<file path="src/design/rlefw_pkg.sv">
`default_nettype none
package rlefw_pkg;

   // Field widths
   localparam int CODE_W   = 8;
   localparam int OFS_W    = 13;
   localparam int COUNT_W  = 6;
   localparam int LINE_W   = 8;

   // Defaults for the top-level parameters
   localparam int ROW_STRIDE_DEF  = 80;
   localparam int OFFSET_BITS_DEF = 13;

   // A byte at or above this mark is a repeat count when no count is armed
   localparam logic [CODE_W-1:0] COUNT_MARK = 8'd192;
   localparam logic [CODE_W-1:0] CODE_MAX   = 8'd255;

   // Row length after reset
   localparam logic [LINE_W-1:0] LINE_BYTES_RST = 8'd80;

   // Controller to datapath
   typedef struct packed {
      logic take;    // accept the input item and decode it
      logic write;   // emit one write into the output register
   } ctrl_cmd_type;

   // Datapath to controller
   typedef struct packed {
      logic no_write;    // the offered item causes no write
      logic final_rep;   // the write in flight is the last for its item
      logic out_free;    // output register can take a write this cycle
   } ctrl_stat_type;

endpackage
`default_nettype wire

</file>
<file path="src/design/rlefw_if.sv">
`default_nettype none
interface rlefw_req_if;
   import rlefw_pkg::*;

   logic              valid;
   logic              ready;
   logic [CODE_W-1:0] code_byte;
   logic              end_of_image;

   modport source (output valid, output code_byte, output end_of_image, input ready);
   modport sink   (input valid, input code_byte, input end_of_image, output ready);
endinterface

interface rlefw_rsp_if;
   import rlefw_pkg::*;

   logic              valid;
   logic              ready;
   logic              bank;
   logic [OFS_W-1:0]  offset;
   logic [CODE_W-1:0] pixel_byte;
   logic              run_done;

   modport source (output valid, output bank, output offset, output pixel_byte,
                   output run_done, input ready);
   modport sink   (input valid, input bank, input offset, input pixel_byte,
                   input run_done, output ready);
endinterface
`default_nettype wire

</file>
<file path="src/design/rlefw_ctrl.sv">
`default_nettype none
module rlefw_ctrl (
   input  wire                     clock,
   input  wire                     reset,
   input  wire                     req_valid,
   output logic                    req_ready,
   input  rlefw_pkg::ctrl_stat_type stat,
   output rlefw_pkg::ctrl_cmd_type  cmd
);
   import rlefw_pkg::*;

   typedef enum logic [1:0] {
      ST_IDLE = 2'b01,
      ST_EMIT = 2'b10
   } state_type;

   state_type state_ff, state_in;

   // Take an item only between runs
   always_comb begin
      req_ready = (state_ff == ST_IDLE);
      cmd.take  = (state_ff == ST_IDLE) && req_valid;
      cmd.write = (state_ff == ST_EMIT) && stat.out_free;
   end

   // Advance between accepting and emitting
   always_comb begin
      state_in = state_ff;
      case (state_ff)
         ST_IDLE: begin
            if (cmd.take && !stat.no_write) state_in = ST_EMIT;
         end
         ST_EMIT: begin
            if (cmd.write && stat.final_rep) state_in = ST_IDLE;
         end
         default: state_in = ST_IDLE;
      endcase
   end

   always_ff @(posedge clock) begin
      if (reset) state_ff <= ST_IDLE;
      else       state_ff <= state_in;
   end

endmodule
`default_nettype wire

</file>
<file path="src/design/rlefw_dp.sv">
`default_nettype none
module rlefw_dp #(
   parameter int ROW_STRIDE  = rlefw_pkg::ROW_STRIDE_DEF,
   parameter int OFFSET_BITS = rlefw_pkg::OFFSET_BITS_DEF
) (
   input  wire                                 clock,
   input  wire                                 reset,
   input  wire                                 csr_we,
   input  wire  [rlefw_pkg::LINE_W-1:0]        csr_wdata,
   input  wire  [rlefw_pkg::CODE_W-1:0]        code_byte,
   input  wire                                 end_of_image,
   input  rlefw_pkg::ctrl_cmd_type             cmd,
   output rlefw_pkg::ctrl_stat_type            stat,
   input  wire                                 rsp_ready,
   output logic                                rsp_valid,
   output logic                                rsp_bank,
   output logic [rlefw_pkg::OFS_W-1:0]         rsp_offset,
   output logic [rlefw_pkg::CODE_W-1:0]        rsp_pixel_byte,
   output logic                                rsp_run_done
);
   import rlefw_pkg::*;

   localparam logic [OFFSET_BITS-1:0] STRIDE = OFFSET_BITS'(ROW_STRIDE);

   logic [LINE_W-1:0]      line_bytes_ff, line_bytes_in;
   logic [COUNT_W-1:0]     pend_ff, pend_in;
   logic                   armed_ff, armed_in;
   logic                   bank_ff, bank_in;
   logic [OFFSET_BITS-1:0] even_ff, even_in;
   logic [OFFSET_BITS-1:0] odd_ff, odd_in;
   logic [LINE_W-1:0]      column_ff, column_in;
   logic [COUNT_W-1:0]     rem_ff, rem_in;
   logic                   last_ff, last_in;
   logic [CODE_W-1:0]      data_ff, data_in;

   logic                   out_valid_ff, out_valid_in;
   logic                   out_bank_ff, out_bank_in;
   logic [OFS_W-1:0]       out_ofs_ff, out_ofs_in;
   logic [CODE_W-1:0]      out_data_ff, out_data_in;
   logic                   out_done_ff, out_done_in;

   logic                   is_mark;
   logic [OFFSET_BITS-1:0] ptr, ptr_inc, ptr_row, ptr_nx;
   logic [LINE_W-1:0]      col_inc;
   logic                   row_end;

   // Decode the offered byte
   always_comb begin
      is_mark = code_byte inside {[COUNT_MARK:CODE_MAX]};
      stat.no_write  = !armed_ff && is_mark;
      stat.final_rep = (rem_ff == COUNT_W'(1));
      stat.out_free  = !out_valid_ff || rsp_ready;
   end

   // Next pointer of the active bank: step, or jump to the next row start
   always_comb begin
      ptr     = bank_ff ? odd_ff : even_ff;
      ptr_inc = ptr + OFFSET_BITS'(1);
      col_inc = column_ff + LINE_W'(1);
      row_end = (col_inc == line_bytes_ff);
      ptr_row = ptr_inc - OFFSET_BITS'(col_inc) + STRIDE;
      ptr_nx  = row_end ? ptr_row : ptr_inc;
   end

   always_comb begin
      line_bytes_in = line_bytes_ff;
      pend_in       = pend_ff;
      armed_in      = armed_ff;
      bank_in       = bank_ff;
      even_in       = even_ff;
      odd_in        = odd_ff;
      column_in     = column_ff;
      rem_in        = rem_ff;
      last_in       = last_ff;
      data_in       = data_ff;
      out_valid_in  = out_valid_ff && !rsp_ready;
      out_bank_in   = out_bank_ff;
      out_ofs_in    = out_ofs_ff;
      out_data_in   = out_data_ff;
      out_done_in   = out_done_ff;

      if (csr_we) line_bytes_in = csr_wdata;

      // Accept: arm a count, or set up the run of writes
      if (cmd.take) begin
         data_in = code_byte;
         last_in = end_of_image;
         if (armed_ff) begin
            rem_in   = pend_ff;
            armed_in = 1'b0;
            pend_in  = '0;
         end else if (is_mark) begin
            pend_in  = code_byte[COUNT_W-1:0];
            armed_in = |code_byte[COUNT_W-1:0];
         end else begin
            rem_in = COUNT_W'(1);
         end
         // Clear the count and the row state when the final byte writes nothing
         if (stat.no_write && end_of_image) begin
            pend_in   = '0;
            armed_in  = 1'b0;
            bank_in   = 1'b0;
            even_in   = '0;
            odd_in    = '0;
            column_in = '0;
         end
      end

      // Emit one write and advance the active bank
      if (cmd.write) begin
         out_valid_in = 1'b1;
         out_bank_in  = bank_ff;
         out_ofs_in   = OFS_W'(ptr);
         out_data_in  = data_ff;
         out_done_in  = stat.final_rep;
         rem_in       = rem_ff - COUNT_W'(1);
         if (bank_ff) odd_in  = ptr_nx;
         else         even_in = ptr_nx;
         column_in = row_end ? '0 : col_inc;
         bank_in   = bank_ff ^ row_end;
         // Return to image start after the last write of the final byte
         if (stat.final_rep && last_ff) begin
            pend_in   = '0;
            armed_in  = 1'b0;
            bank_in   = 1'b0;
            even_in   = '0;
            odd_in    = '0;
            column_in = '0;
         end
      end
   end

   always_ff @(posedge clock) begin
      if (reset) begin
         line_bytes_ff <= LINE_BYTES_RST;
         pend_ff       <= '0;
         armed_ff      <= 1'b0;
         bank_ff       <= 1'b0;
         even_ff       <= '0;
         odd_ff        <= '0;
         column_ff     <= '0;
         rem_ff        <= '0;
         last_ff       <= 1'b0;
         out_valid_ff  <= 1'b0;
      end else begin
         line_bytes_ff <= line_bytes_in;
         pend_ff       <= pend_in;
         armed_ff      <= armed_in;
         bank_ff       <= bank_in;
         even_ff       <= even_in;
         odd_ff        <= odd_in;
         column_ff     <= column_in;
         rem_ff        <= rem_in;
         last_ff       <= last_in;
         out_valid_ff  <= out_valid_in;
      end
   end

   // Hold the item payload and the output register
   always_ff @(posedge clock) begin
      data_ff     <= data_in;
      out_bank_ff <= out_bank_in;
      out_ofs_ff  <= out_ofs_in;
      out_data_ff <= out_data_in;
      out_done_ff <= out_done_in;
   end

   assign rsp_valid      = out_valid_ff;
   assign rsp_bank       = out_bank_ff;
   assign rsp_offset     = out_ofs_ff;
   assign rsp_pixel_byte = out_data_ff;
   assign rsp_run_done   = out_done_ff;

endmodule
`default_nettype wire

</file>
<file path="src/design/rle_interlaced_frame_writer.sv">
`default_nettype none
// Channel    Dir  Payload                                  Handshake
// req_chan   in   code_byte[7:0], end_of_image             valid/ready
// rsp_chan   out  bank, offset[12:0], pixel_byte, run_done valid/ready
// csr        in   csr_wdata[7:0] (line_bytes)              csr_we, no wait
//
// An item is taken in the idle state; a count byte ends there. A data byte then
// emits its writes from one output register, one per cycle while rsp_chan is
// not stalled: one write for a literal, up to 63 for a run.
// The controller takes no item while a run is being emitted.
// A stalled rsp_chan holds the output register and pauses the run.
// Synchronous active-high reset clears the row state and sets line_bytes to 80.
module rle_interlaced_frame_writer #(
   parameter int ROW_STRIDE  = rlefw_pkg::ROW_STRIDE_DEF,
   parameter int OFFSET_BITS = rlefw_pkg::OFFSET_BITS_DEF
) (
   input  wire                          clock,
   input  wire                          reset,
   rlefw_req_if.sink                    req_chan,
   rlefw_rsp_if.source                  rsp_chan,
   input  wire                          csr_we,
   input  wire [rlefw_pkg::LINE_W-1:0]  csr_wdata
);
   import rlefw_pkg::*;

   ctrl_cmd_type  cmd;
   ctrl_stat_type stat;
   logic          req_ready;

   rlefw_ctrl u_ctrl (
      .clock     (clock),
      .reset     (reset),
      .req_valid (req_chan.valid),
      .req_ready (req_ready),
      .stat      (stat),
      .cmd       (cmd)
   );

   rlefw_dp #(
      .ROW_STRIDE  (ROW_STRIDE),
      .OFFSET_BITS (OFFSET_BITS)
   ) u_dp (
      .clock          (clock),
      .reset          (reset),
      .csr_we         (csr_we),
      .csr_wdata      (csr_wdata),
      .code_byte      (req_chan.code_byte),
      .end_of_image   (req_chan.end_of_image),
      .cmd            (cmd),
      .stat           (stat),
      .rsp_ready      (rsp_chan.ready),
      .rsp_valid      (rsp_chan.valid),
      .rsp_bank       (rsp_chan.bank),
      .rsp_offset     (rsp_chan.offset),
      .rsp_pixel_byte (rsp_chan.pixel_byte),
      .rsp_run_done   (rsp_chan.run_done)
   );

   assign req_chan.ready = req_ready;

endmodule
`default_nettype wire

</file>
<file path="src/flat_wrapper.sv">
// flat-port wrapper written by rule: the top's interface ports become plain ports
module rle_interlaced_frame_writer_flat import rlefw_pkg::*;
#(
   parameter int ROW_STRIDE  = rlefw_pkg::ROW_STRIDE_DEF,
   parameter int OFFSET_BITS = rlefw_pkg::OFFSET_BITS_DEF
)
  (clock, reset, csr_we, csr_wdata, req_chan_valid, req_chan_code_byte, req_chan_end_of_image, req_chan_ready, rsp_chan_valid, rsp_chan_bank, rsp_chan_offset, rsp_chan_pixel_byte, rsp_chan_run_done, rsp_chan_ready);
  rlefw_req_if req_chan_i ();
  rlefw_rsp_if rsp_chan_i ();
  input  wire clock;
  input  wire reset;
  input  wire csr_we;
  input  wire [rlefw_pkg::LINE_W-1:0] csr_wdata;
  input wire logic [$bits(req_chan_i.valid)-1:0] req_chan_valid;
  input wire logic [$bits(req_chan_i.code_byte)-1:0] req_chan_code_byte;
  input wire logic [$bits(req_chan_i.end_of_image)-1:0] req_chan_end_of_image;
  output wire logic [$bits(req_chan_i.ready)-1:0] req_chan_ready;
  output wire logic [$bits(rsp_chan_i.valid)-1:0] rsp_chan_valid;
  output wire logic [$bits(rsp_chan_i.bank)-1:0] rsp_chan_bank;
  output wire logic [$bits(rsp_chan_i.offset)-1:0] rsp_chan_offset;
  output wire logic [$bits(rsp_chan_i.pixel_byte)-1:0] rsp_chan_pixel_byte;
  output wire logic [$bits(rsp_chan_i.run_done)-1:0] rsp_chan_run_done;
  input wire logic [$bits(rsp_chan_i.ready)-1:0] rsp_chan_ready;
  assign req_chan_i.valid = req_chan_valid;
  assign req_chan_i.code_byte = req_chan_code_byte;
  assign req_chan_i.end_of_image = req_chan_end_of_image;
  assign req_chan_ready = req_chan_i.ready;
  assign rsp_chan_valid = rsp_chan_i.valid;
  assign rsp_chan_bank = rsp_chan_i.bank;
  assign rsp_chan_offset = rsp_chan_i.offset;
  assign rsp_chan_pixel_byte = rsp_chan_i.pixel_byte;
  assign rsp_chan_run_done = rsp_chan_i.run_done;
  assign rsp_chan_i.ready = rsp_chan_ready;
  rle_interlaced_frame_writer #(.ROW_STRIDE(ROW_STRIDE), .OFFSET_BITS(OFFSET_BITS)) u_core (.clock(clock), .reset(reset), .req_chan(req_chan_i), .rsp_chan(rsp_chan_i), .csr_we(csr_we), .csr_wdata(csr_wdata));
endmodule
</file>
<file path="config.mk">
export PLATFORM = sky130hd
export DESIGN_NAME = rle_interlaced_frame_writer_flat
export DESIGN_NICKNAME = d
export VERILOG_FILES = /design/src/design/rlefw_pkg.sv /design/src/design/rlefw_if.sv /design/src/design/rlefw_ctrl.sv /design/src/design/rlefw_dp.sv /design/src/design/rle_interlaced_frame_writer.sv /design/src/flat_wrapper.sv
export SDC_FILE = /design/constraint.sdc
export NUM_CORES = 1
export LEC_CHECK = 0
export BUFFER_PORTS_ARGS = -buffer_cell sky130_fd_sc_hd__buf_2
export CAP_MARGIN = 20
export CORE_MARGIN = 1.5
export CORE_UTILIZATION = 30
export CTS_CLUSTER_DIAMETER = 40
export DETAILED_ROUTE_END_ITERATION = 10
export HOLD_SLACK_MARGIN = 0.05
export PLACE_DENSITY_LB_ADDON = 0.08
export SETUP_SLACK_MARGIN = 0.15
export SLEW_MARGIN = 20
export SYNTH_ARGS = -nofsm -noshare
export SYNTH_HDL_FRONTEND = slang
export SYNTH_SLANG_ARGS = --single-unit
</file>
<file path="constraint.sdc">
create_clock -name clock -period 11.1 [get_ports clock]
set_clock_uncertainty 0.2 [all_clocks]
set_input_delay 0.555 -clock clock [delete_from_list [all_inputs] [get_ports clock]]
set_output_delay 0.555 -clock clock [all_outputs]
set_load 0.03 [all_outputs]
</file>
Word level (Yosys, flattened, before mapping)
Cells that the tools add are included.
{ "word_totals": {"register_bits": 91} }
{ "classes": {"n_addsub": 5, "n_lt_le_gt_ge": 2, "n_eq_ne": 7, "mux": 41, "bitwise": 1, "n_reduce_logical": 20} }
{ "op_table": {"columns": ["operator", "n"], "rows": [
  ["$mux W13", 12],
  ["$mux W6", 10],
  ["$mux W8", 5],
  ["$add A13 B1 Y13 const B", 1],
  ["$add A13 B7 Y13 const B", 1],
  ["$sub A13 B8 Y13", 1],
  ["$mux W1", 11],
  ["$logic_and A1 B1 Y1", 9],
  ["$add A8 B1 Y8 const B", 1],
  ["$eq A8 B8 Y1", 1],
  ["$ge A8 B8 Y1 const B", 1],
  ["$le A8 B8 Y1 const B", 1],
  ["$eq A6 B1 Y1 const B", 1],
  ["$reduce_and A2 Y1", 3],
  ["$reduce_or A6 Y1", 1],
  ["$sub A6 B1 Y6 const B", 1],
  ["$logic_not A1 Y1", 4],
  ["$mux W2", 2],
  ["$ne A2 B1 Y1 const B", 2],
  ["$pmux W2 S2", 1],
  ["$reduce_bool A2 Y1", 2],
  ["$ne A3 B2 Y1 const B", 1],
  ["$eq A2 B1 Y1 const B", 1],
  ["$eq A2 B2 Y1 const B", 1],
  ["other kinds (2)", 2]
]} }

Depth between registers and ports, before layout
Gate-level depths: netlist (run 1).
{ "logic_depth": {"depth_word": 9, "ltp_mapped": 19, "ltp_nobuf": 16} }

Cells and area by module
From an unflattened synthesis (run 1), not the netlist that was laid out.
{ "unflattened": {"hier_cells": 496, "hier_area_um2": 4850.9} }
{ "modules_own_cells": {"columns": ["mod", "instances", "cells_each", "area_each_um2", "seq_area_each_um2"], "rows": [
  ["rlefw_dp", 1, 485, 4748.3, 2092.0],
  ["rlefw_ctrl", 1, 11, 102.6, 40.0]
]} }

Least setup slack after synthesis (run 1)
OpenSTA, ideal clock, no wires.
{ "synth_path": {"path_type": "register to register", "startpoint": "reg u_core.u_dp.bank_ff", "endpoint": "reg u_core.u_dp.even_ff[12]", "setup_ns": 0.062, "arrival_time_ns": 4.251, "required_time_ns": 10.838, "setup_slack_ns": 6.586, "path_stages_with_launch": 19, "path_buffers": 3, "synth_period_minus_slack_ns": 4.514, "cell_sequence": "dfxtp_1 > buf_2 > buf_2 > buf_1 > mux2_2 > ha_1 > and4_1 > or2_2 > xnor2_1 > ha_1 > inv_1 > ha_1 > a21o_1 > a21oi_1 > a21oi_1 > nor3_1 > xnor2_1 > or4b_1 > nand3_1"} }
{ "synth_via": {"elab_chain_cells": 8} }
{ "synth_rtl": {"columns": ["item", "line", "text"], "rows": [
  ["start: declaration", "rlefw_dp.sv:28", "logic bank_ff, bank_in;"],
  ["start signal: assignment", "rlefw_dp.sv:149", "bank_ff <= bank_in;"],
  ["$mux W13 (*)", "rlefw_dp.sv:57", "ptr = bank_ff ? odd_ff : even_ff;"],
  ["via u_core.u_dp.ptr[0]", "rlefw_dp.sv:43", "logic [OFFSET_BITS-1:0] ptr, ptr_inc, ptr_row, ptr_nx;"],
  ["$add A13 B1 Y13 (*)", "rlefw_dp.sv:58", "ptr_inc = ptr + OFFSET_BITS'(1);"],
  ["$sub A13 B8 Y13", "rlefw_dp.sv:61", "ptr_row = ptr_inc - OFFSET_BITS'(col_inc) + STRIDE;"],
  ["$add A13 B7 Y13", "rlefw_dp.sv:61", null],
  ["$mux W13 (*)", "rlefw_dp.sv:62", "ptr_nx = row_end ? ptr_row : ptr_inc;"],
  ["$mux W13 (*)", "rlefw_dp.sv:117", "if (bank_ff) odd_in = ptr_nx;"],
  ["$mux W13 (*)", "rlefw_dp.sv:122", "if (stat.final_rep && last_ff) begin"],
  ["$mux W13 (*)", "rlefw_dp.sv:110", "if (cmd.write) begin"],
  ["end signal: assignment", "rlefw_dp.sv:150", "even_ff <= even_in;"],
  ["end: declaration", "rlefw_dp.sv:29", "logic [OFFSET_BITS-1:0] even_ff, even_in;"]
]} }
Mark *: on every way through the listed nets, which the timed path passes. The rest lies on a longest branch.
A chain may end at the register's enable or synchronous reset.

Final worst setup path (run 1)
Ends and elaborated chain as after synthesis.

==> impl_metrics.ini, run 1 <==
[status]
status = finished clean

[timing]
rsz0062_at_grt = no
final-hold-violation-count = 0
setup_viol = 0
tightest_slew_ns = 1.10
slew_headroom_pct = 26.3
maxSlewViolCount = 0
min_period_ns = 4.50
timing.hold.ws_ns = 0.205
max_freq_ghz = 0.222
finalSetupTns_ns = 0
period_share_pct = 40.6

[cells_and_area]
seqCellArea_um2 = 2130
layout.nets = 576
num_antenna_cells = 0
syn_to_final_growth_pct = 15.3
fill_cells = 1671
fin_area_um2 = 5530
final_core_utilization_pct = 35.1
multi_input_area_um2 = 2450
drive_gt1_share_pct = 15.1

[detailed_routing]
drtIter0Drc = 156
wl_um = 12000
antenna_left = 0
dr.pass1.iters = 4
routedWlPerCell_um = 16.0
viasPerCell = 4.99
vias = 3744
drc = 0

[worst_setup_path]
reg2regPathDepth = 17
start_kind = flop
cpPeakStageDelay_ns = 0.53
end_kind = flop
rr_endpoint = u_core.u_dp.even_ff[12]
cpMaxStageDelayCell = or4b_1
crit_path_frequent_cell = ha_1
crit_type = flop to flop
cp.required_ns = 11.19
r2r_slack_ns = 6.60
critPathMaxFanout = 29
worstPathArrival_ns = 4.59
crit_chain = buf_4 -> mux2_2 -> ha_1 -> and4_1 -> or2_2 -> and3_1 -> xnor2_1 -> ha_1 -> inv_1 -> ha_1 -> a21o_1 -> nand2_1 -> a21boi_0 -> nor3_1 -> xnor2_1 -> or4b_1 -> nand3_1
timing.rr.start = u_core.u_dp.bank_ff

[global_routing]
grt_pass1_wl_um = 19000
antenna_found_initial = 0
grt_use_total_pct = 14.8
grt_overflow = 0
grt_max_degree = 39
grt_pass1_vias = 3626

[synth]
synth_cell_types = 58
synth_top_area_share_pct = 25.0
syn_avg_cell_area_um2 = 9.77
netlist_area_um2 = 4800
ys_seq_area_share_pct = 44.4
synth_nets = 537
synth_seq_cells = 91
ys_async_sr_fraction_pct = 0
synth_top_area_cell = dfxtp_1
synth_edf_count = 31
synthCells = 491
yosys-top-cells-area = dfxtp_1, edfxtp_1, ha_1
ys_top_cells_by_count = dfxtp_1, nand2_1, inv_1
synthFlopType = dfxtp_1
synth.most_common_cell = dfxtp_1
yosysWarnings = 0

[cts]
h-tree-depth = 3
clock_path_buffers = 2
cts_hold_buf = 0
clk-insertion-delay-late_ns = 0.35
cts_buffers = 9
post_cts_buffers = 0
cts.sinks = 91
root_buffer = clkbuf_16
cts_tree = done
cts_resized = 0
clk_pin_slew_ns = 0.07

[worst_hold_path]
min_path_type = input port to flop
hold_end = u_core.u_dp.data_ff[2]
hold_depth = 1
worstHoldStart = req_chan_code_byte[2]

[power]
ir_drop_mv = 0.0673
p_leak_nw = 2.23
powerDensity_nw_per_um2 = 130

[placement]
place_hpwl_um = 8680
place_area_um2 = 5230
io_buffers = 46
place_congestion = 0.764

[flow_run]
maxCapViolCount = 0

[die]
initial_utilization_pct = 30.4
die_x_um = 129
coreArea_um2 = 15800
dieArea_um2 = 16800
io_pins = 47
dieHeight_um = 129
std_cell_rows = 46
## through the flow
stage,power (mW),instances,setup WS [ns]
6_report,0.720,751,6.60
5_1_grt,0.747,751,6.37
4_1_cts,0.731,751,6.62
3_5_place_dp,0.407,735,6.67
3_3_place_gp,0.407,735,6.76
2_1_floorplan,0.391,491,6.59
## area by class of cell
class	count	share of cell area, %
clock buffer	9	4.07
clock inverter	7	1.49
inverter	33	2.24
multi-input combinational	346	44.2
sequential	91	38.5
tap	216	4.88
timing repair buffer	49	4.57
## critical path: cells and delay by family (launching register included)
kind	cells	cell delay, ns
multiplexers	1	0.43
adder cells (fa/ha/maj)	3	0.80
AO/OA/AOI/OAI	2	0.27
AND/OR/NAND/NOR	7	1.57
flip-flops	1	0.31
XOR/XNOR	2	0.48
buffers and inverters	2	0.36
## where the power goes
group | switching (mW) | total, mW | internal [mW]
clock network | 0.142 | 0.321 | 0.179
logic | 0.0265 | 0.0420 | 0.0155
registers | 0.00546 | 0.357 | 0.352
## metal layers
| metal | wire (um) | track usage [%] | vias up |
|---|---|---|---|
| li1 | - | - | 1888 |
| met1 | 6180 | 20.6 | 1758 |
| met2 | 5270 | 23.4 | 84 |
| met3 | 404 | 2.68 | 14 |
| met4 | 150 | 4.51 | 0 |
| met5 | 0 | 0 | - |
## layout by cell type, fill, tap and decap left out, types with 7 or more instances in the layout
cell type,netlist,layout
a21oi_1,20,20
o21ai_0,17,17
mux2_2,9,9
a31oi_1,16,16
xnor2_1,17,17
nor2_1,27,27
buf_2,5,46
nor3_1,12,11
nand3b_1,7,7
inv_1,33,33
xor2_1,10,10
dfxtp_1,60,60
nand2_1,43,43
clkbuf_16,0,9
a22o_1,10,10
nand4_1,8,8
mux2i_1,28,28
a32oi_1,7,7
ha_1,23,23
edfxtp_1,31,31
nand3_1,18,18
## cell families (layout without fill, tap and decap cells)
logic type | after synthesis | in the layout | share of synthesized area [%]
AO/OA/AOI/OAI | 111 | 111 | 16.0
XOR/XNOR | 27 | 27 | 4.93
adder cells (fa/ha/maj) | 24 | 24 | 6.41
buffers and inverters | 54 | 98 | 4.67
flip-flops | 91 | 91 | 44.4
multiplexers | 37 | 37 | 7.95
AND/OR/NAND/NOR | 147 | 147 | 15.6
## worst max path at each step
stage / from / to / depth (start not counted)
3_5_place_dp: u_core.u_dp.bank_ff / u_core.u_dp.even_ff[12] / 17
4_1_cts: u_core.u_dp.bank_ff / u_core.u_dp.even_ff[12] / 17
3_3_place_gp: u_core.u_dp.bank_ff / u_core.u_dp.even_ff[12] / 17
2_1_floorplan: u_core.u_dp.bank_ff / u_core.u_dp.even_ff[12] / 18
6_report: u_core.u_dp.bank_ff / u_core.u_dp.even_ff[12] / 17
5_1_grt: u_core.u_dp.bank_ff / u_core.u_dp.even_ff[12] / 16
## flip-flops by register name, indices dropped and copies added (netlist names), 2 cells and up
name / flops
u_core.u_dp.line_bytes_ff: 8
u_core.u_dp.even_ff: 13
u_core.u_dp.rem_ff: 6
u_core.u_dp.rsp_offset: 13
u_core.u_dp.pend_ff: 6
u_core.u_dp.data_ff: 8
u_core.u_dp.rsp_pixel_byte: 8
u_core.u_dp.column_ff: 8
u_core.u_dp.odd_ff: 13
u_core.u_ctrl.state_ff: 2
No activity file was read; power rests on OpenSTA's default activity.
==> run 2, diff against run 1 <==
==> constraint.sdc (replaced) <==
create_clock -name clock -period 3.9 [get_ports clock]
set_clock_uncertainty 0.2 [all_clocks]
set_input_delay 0.195 -clock clock [delete_from_list [all_inputs] [get_ports clock]]
set_output_delay 0.195 -clock clock [all_outputs]
set_load 0.03 [all_outputs]
==> impl_metrics.ini, run 2 (synthesis gave the netlist of run 1 again) <==
[status]
status = finished clean

[global_routing]
antenna_found_initial = 0
grt_max_degree = 39
grt_use_total_pct = 15.3
grt_pass1_vias = 3730
grt_pass1_wl_um = 19700
grt_overflow = 0

[detailed_routing]
drc = 0
vias = 3934
routedWlPerCell_um = 15.5
dr.pass1.iters = 4
antenna_left = 0
drtIter0Drc = 216
wl_um = 12300
viasPerCell = 4.97

[cells_and_area]
final_core_utilization_pct = 38.4
layout_commonest_cell = dfxtp_1
mostFrequentLayoutCells = dfxtp_1, buf_2, nand2_1, inv_1, edfxtp_1
drive_gt1_share_pct = 21.2
syn_to_final_growth_pct = 26.3
fin_cells = 791
layout.nets = 616
fill_cells = 1615
num_antenna_cells = 0
fin_area_um2 = 6060

[worst_setup_path]
start_kind = flop
cp.required_ns = 3.98
critPathMaxFanout = 6
end_kind = flop
worstPathArrival_ns = 3.76
crit_type = flop to flop

[placement]
place_hpwl_um = 8760
dp_cells = 746
io_buffers = 46
preCtsSetupSlack_ns = 0.0981
place_area_um2 = 5380
place_congestion = 0.844

[power]
powerDensity_nw_per_um2 = 333
ir_drop_mv = 0.195
total_power_mw = 2.02
p_leak_nw = 2.44

[cts]
h-tree-depth = 3
root_buffer = clkbuf_16
clk-insertion-delay-late_ns = 0.35
cts_buffers = 9
cts_tree = done
clock_path_buffers = 2
clk_pin_slew_ns = 0.07
cts.sinks = 91

[timing]
slew_headroom_pct = 54.4
finalSetupTns_ns = 0
maxSlewViolCount = 0
min_period_ns = 3.68
max_freq_ghz = 0.272
rsz0062_at_grt = yes
final-hold-violation-count = 0
setup_viol = 0
tightest_slew_ns = 0.684
timing.hold.ws_ns = 0.0661
period_share_pct = 94.3
finalWorstSetupSlack_ns = 0.220

[die]
initial_utilization_pct = 30.4
dieHeight_um = 129
coreArea_um2 = 15800
dieArea_um2 = 16800
io_pins = 47
std_cell_rows = 46
die_x_um = 129

[worst_hold_path]
min_path_type = input port to flop

[flow_run]
maxCapViolCount = 0
## run 2: layout make-up
class	count	area, um2	area share (%)
well taps	216	270	4.46
inverters	33	126	2.09
clock buffers	9	225	3.72
multi-input cells	346	2620	43.3
clock inverters	7	68.8	1.14
repair buffers	89	609	10.1
flip-flops and latches	91	2140	35.3
## run 2: report_power, final
part / switching (mW) / internal [mW] / leakage, nW
sequential: 0.0152 / 1.00 / 0.798
combinational: 0.0779 / 0.0598 / 1.49
clock: 0.414 / 0.450 / 0.143
total: 0.507 / 1.51 / 2.44
## run 2: metal layers
metal	vias up	part of all wire [%]	global-route usage, %	wire [um]
li1	1973	-	-	-
met1	1858	51	21.9	6290
met2	93	44	23.6	5370
met3	10	3.9	2.97	474
met4	0	1.1	4.44	136
met5	-	0	0	0
## run 2: critical path: stages (launching register included)
cell and delay, ns:
dfxtp_4 0.39, mux2_4 0.34, ha_4 0.17, and4b_1 0.19
or2_4 0.26, and3_1 0.18, xnor2_2 0.17, ha_1 0.19
inv_1 0.06, ha_4 0.30, a21o_1 0.15, nand2_1 0.08
a21boi_2 0.16, nor3_2 0.07, xnor2_2 0.14, or4b_1 0.47
nand3_1 0.09
## run 2: path summary, 6_finish.rpt
check                         start                            end  slack, ns  cells past startpoint
min                           reset   u_core.u_dp.line_bytes_ff[7]       0.07                      2
max             u_core.u_dp.bank_ff         u_core.u_dp.odd_ff[12]       0.22                     16
max reg2reg     u_core.u_dp.bank_ff         u_core.u_dp.odd_ff[12]       0.22                     16
min reg2reg  u_core.u_dp.data_ff[2]  u_core.u_dp.rsp_pixel_byte[2]       0.22                      0
## run 2: repair_timing
item                                   CTS  global route
pin swaps                                0            13
buffers inserted                         0             8
setup endpoints to repair                6            11
endpoints found under the hold margin   25             0
hold buffers                            21             0
resized for setup                        6            16
==> run 3, diff against run 2 <==
--- a/config.mk
+++ b/config.mk
@@ -11,8 +11,8 @@
 export CORE_UTILIZATION = 30
 export CTS_CLUSTER_DIAMETER = 40
 export DETAILED_ROUTE_END_ITERATION = 10
+export GPL_TIMING_DRIVEN = 1
 export HOLD_SLACK_MARGIN = 0.05
-export PLACE_DENSITY_LB_ADDON = 0.08
 export SETUP_SLACK_MARGIN = 0.15
 export SLEW_MARGIN = 20
 export SYNTH_ARGS = -nofsm -noshare
==> impl_metrics.ini, run 3 (synthesis gave the netlist of run 1 again) <==
[cts]
clock_path_buffers = 2
cts.sinks = 91
cts_buffers = 9
clk_pin_slew_ns = 0.08
h-tree-depth = 3
cts_tree = done
root_buffer = clkbuf_16
clk-insertion-delay-late_ns = 0.36

[timing]
tightest_slew_ns = 0.657
finalWorstSetupSlack_ns = 0.235
min_period_ns = 3.67
period_share_pct = 94.0
finalSetupTns_ns = 0
rsz0062_at_grt = yes
max_freq_ghz = 0.273
maxSlewViolCount = 0
final-hold-violation-count = 0
slew_headroom_pct = 55.9
setup_viol = 0

[detailed_routing]
routedWlPerCell_um = 14.8
wl_um = 11700
viasPerCell = 5.07
drc = 0
dr.pass1.iters = 6
vias = 4002
antenna_left = 0
drtIter0Drc = 304

[placement]
place_congestion = 0.866
dp_cells = 746
place_hpwl_um = 8300
preCtsSetupSlack_ns = 0.167
io_buffers = 46
place_area_um2 = 5380

[cells_and_area]
fin_cells = 790
drive_gt1_share_pct = 21.3
mostFrequentLayoutCells = dfxtp_1, buf_2, nand2_1, inv_1, edfxtp_1
layout.nets = 615
num_antenna_cells = 0
fin_area_um2 = 6090
multi_input_area_um2 = 2650
layout_commonest_cell = dfxtp_1
syn_to_final_growth_pct = 26.8
fill_cells = 1583
seqCellArea_um2 = 2140

[status]
status = finished clean

[die]
initial_utilization_pct = 30.4
dieArea_um2 = 16800
die_x_um = 129
io_pins = 47
std_cell_rows = 46
coreArea_um2 = 15800
dieHeight_um = 129

[worst_setup_path]
critPathMaxFanout = 4
critPathTopFamily = simple AND/OR/NAND/NOR gates
cp.required_ns = 3.99
end_kind = flop
crit_type = flop to flop
start_kind = flop
reg2regPathDepth = 16
path_depth = 16
r2r_slack_ns = 0.23
worstPathArrival_ns = 3.76
cpPeakStageDelay_ns = 0.50
crit_chain = mux2_4 -> ha_4 -> and4_1 -> or2_4 -> and3_4 -> xnor2_4 -> ha_4 -> inv_2 -> ha_4 -> a21o_1 -> nand2_1 -> a21boi_2 -> nor3_2 -> xnor2_2 -> or4b_1 -> nand3_1
timing.rr.start = u_core.u_dp.bank_ff
path_buf_inv = 1
cpMaxStageDelayCell = or4b_1
rr_endpoint = u_core.u_dp.odd_ff[12]
crit_path_frequent_cell = ha_4

[worst_hold_path]
hold_end = u_core.u_dp.line_bytes_ff[0]
worstHoldStart = reset
hold_depth = 2
min_path_type = input port to flop

[flow_run]
maxCapViolCount = 0

[global_routing]
grt_use_total_pct = 14.4
antenna_found_initial = 0
gr-usage-met1_pct = 18.6
grt_pass1_wl_um = 18900
grt_overflow = 0
grt_use_met3_pct = 2.77
grt_busiest_layer = met2
grt_pass1_vias = 3793
grt_max_degree = 39
use_met2_pct = 23.8

[power]
total_power_mw = 2.03
ir_drop_mv = 0.216
powerDensity_nw_per_um2 = 333
p_leak_nw = 2.41
==> run 3: repair_timing <==
item | 4_1_cts | 5_1_grt
pin swaps | 0 | 11
resized for setup | 2 | 25
setup endpoints to repair | 2 | 11
buffers inserted | 0 | 4
hold buffers | 24 | 0
endpoints found under the hold margin | 25 | 0
==> run 3: how the worst max path moves through the flow <==
stage                              from                       to
floorplan           u_core.u_dp.bank_ff  u_core.u_dp.even_ff[12]
global placement    u_core.u_dp.bank_ff  u_core.u_dp.even_ff[12]
detailed placement  u_core.u_dp.bank_ff  u_core.u_dp.even_ff[12]
CTS                 u_core.u_dp.bank_ff   u_core.u_dp.odd_ff[11]
global route        u_core.u_dp.bank_ff   u_core.u_dp.odd_ff[12]
finish              u_core.u_dp.bank_ff   u_core.u_dp.odd_ff[12]
==> run 3: report_power, final <==
part | switching [mW] | internal, mW | total [mW]
Sequential | 0.0156 | 1.00 | 1.02
Clock | 0.418 | 0.454 | 0.873
Combinational | 0.0767 | 0.0623 | 0.139
Total | 0.511 | 1.52 | 2.03
==> run 3: metal layers <==
metal | share of wire (%) | vias to the layer above
li1 | - | 1968
met1 | 47 | 1908
met5 | 0 | -
met3 | 4.4 | 14
met2 | 47 | 112
met4 | 1.5 | 0
==> run 3: stage by stage <==
stage               hold WS [ns]  util [%]
finish                    0.0504      38.6
global route              0.0855      38.6
CTS                       0.0501      37.6
detailed placement         0.206      34.1
global placement           0.200      34.1
floorplan                 0.0939         -
==> run 3: area by class of cell <==
cell class                      instances  share of cell area, %
Multi-Input combinational cell        346                   43.5
Sequential cell                        91                   35.1
Timing Repair Buffer                   88                   10.0
Tap cell                              216                   4.44
Clock buffer                            9                   3.70
Inverter                               33                   2.04
Clock inverter                          7                   1.23
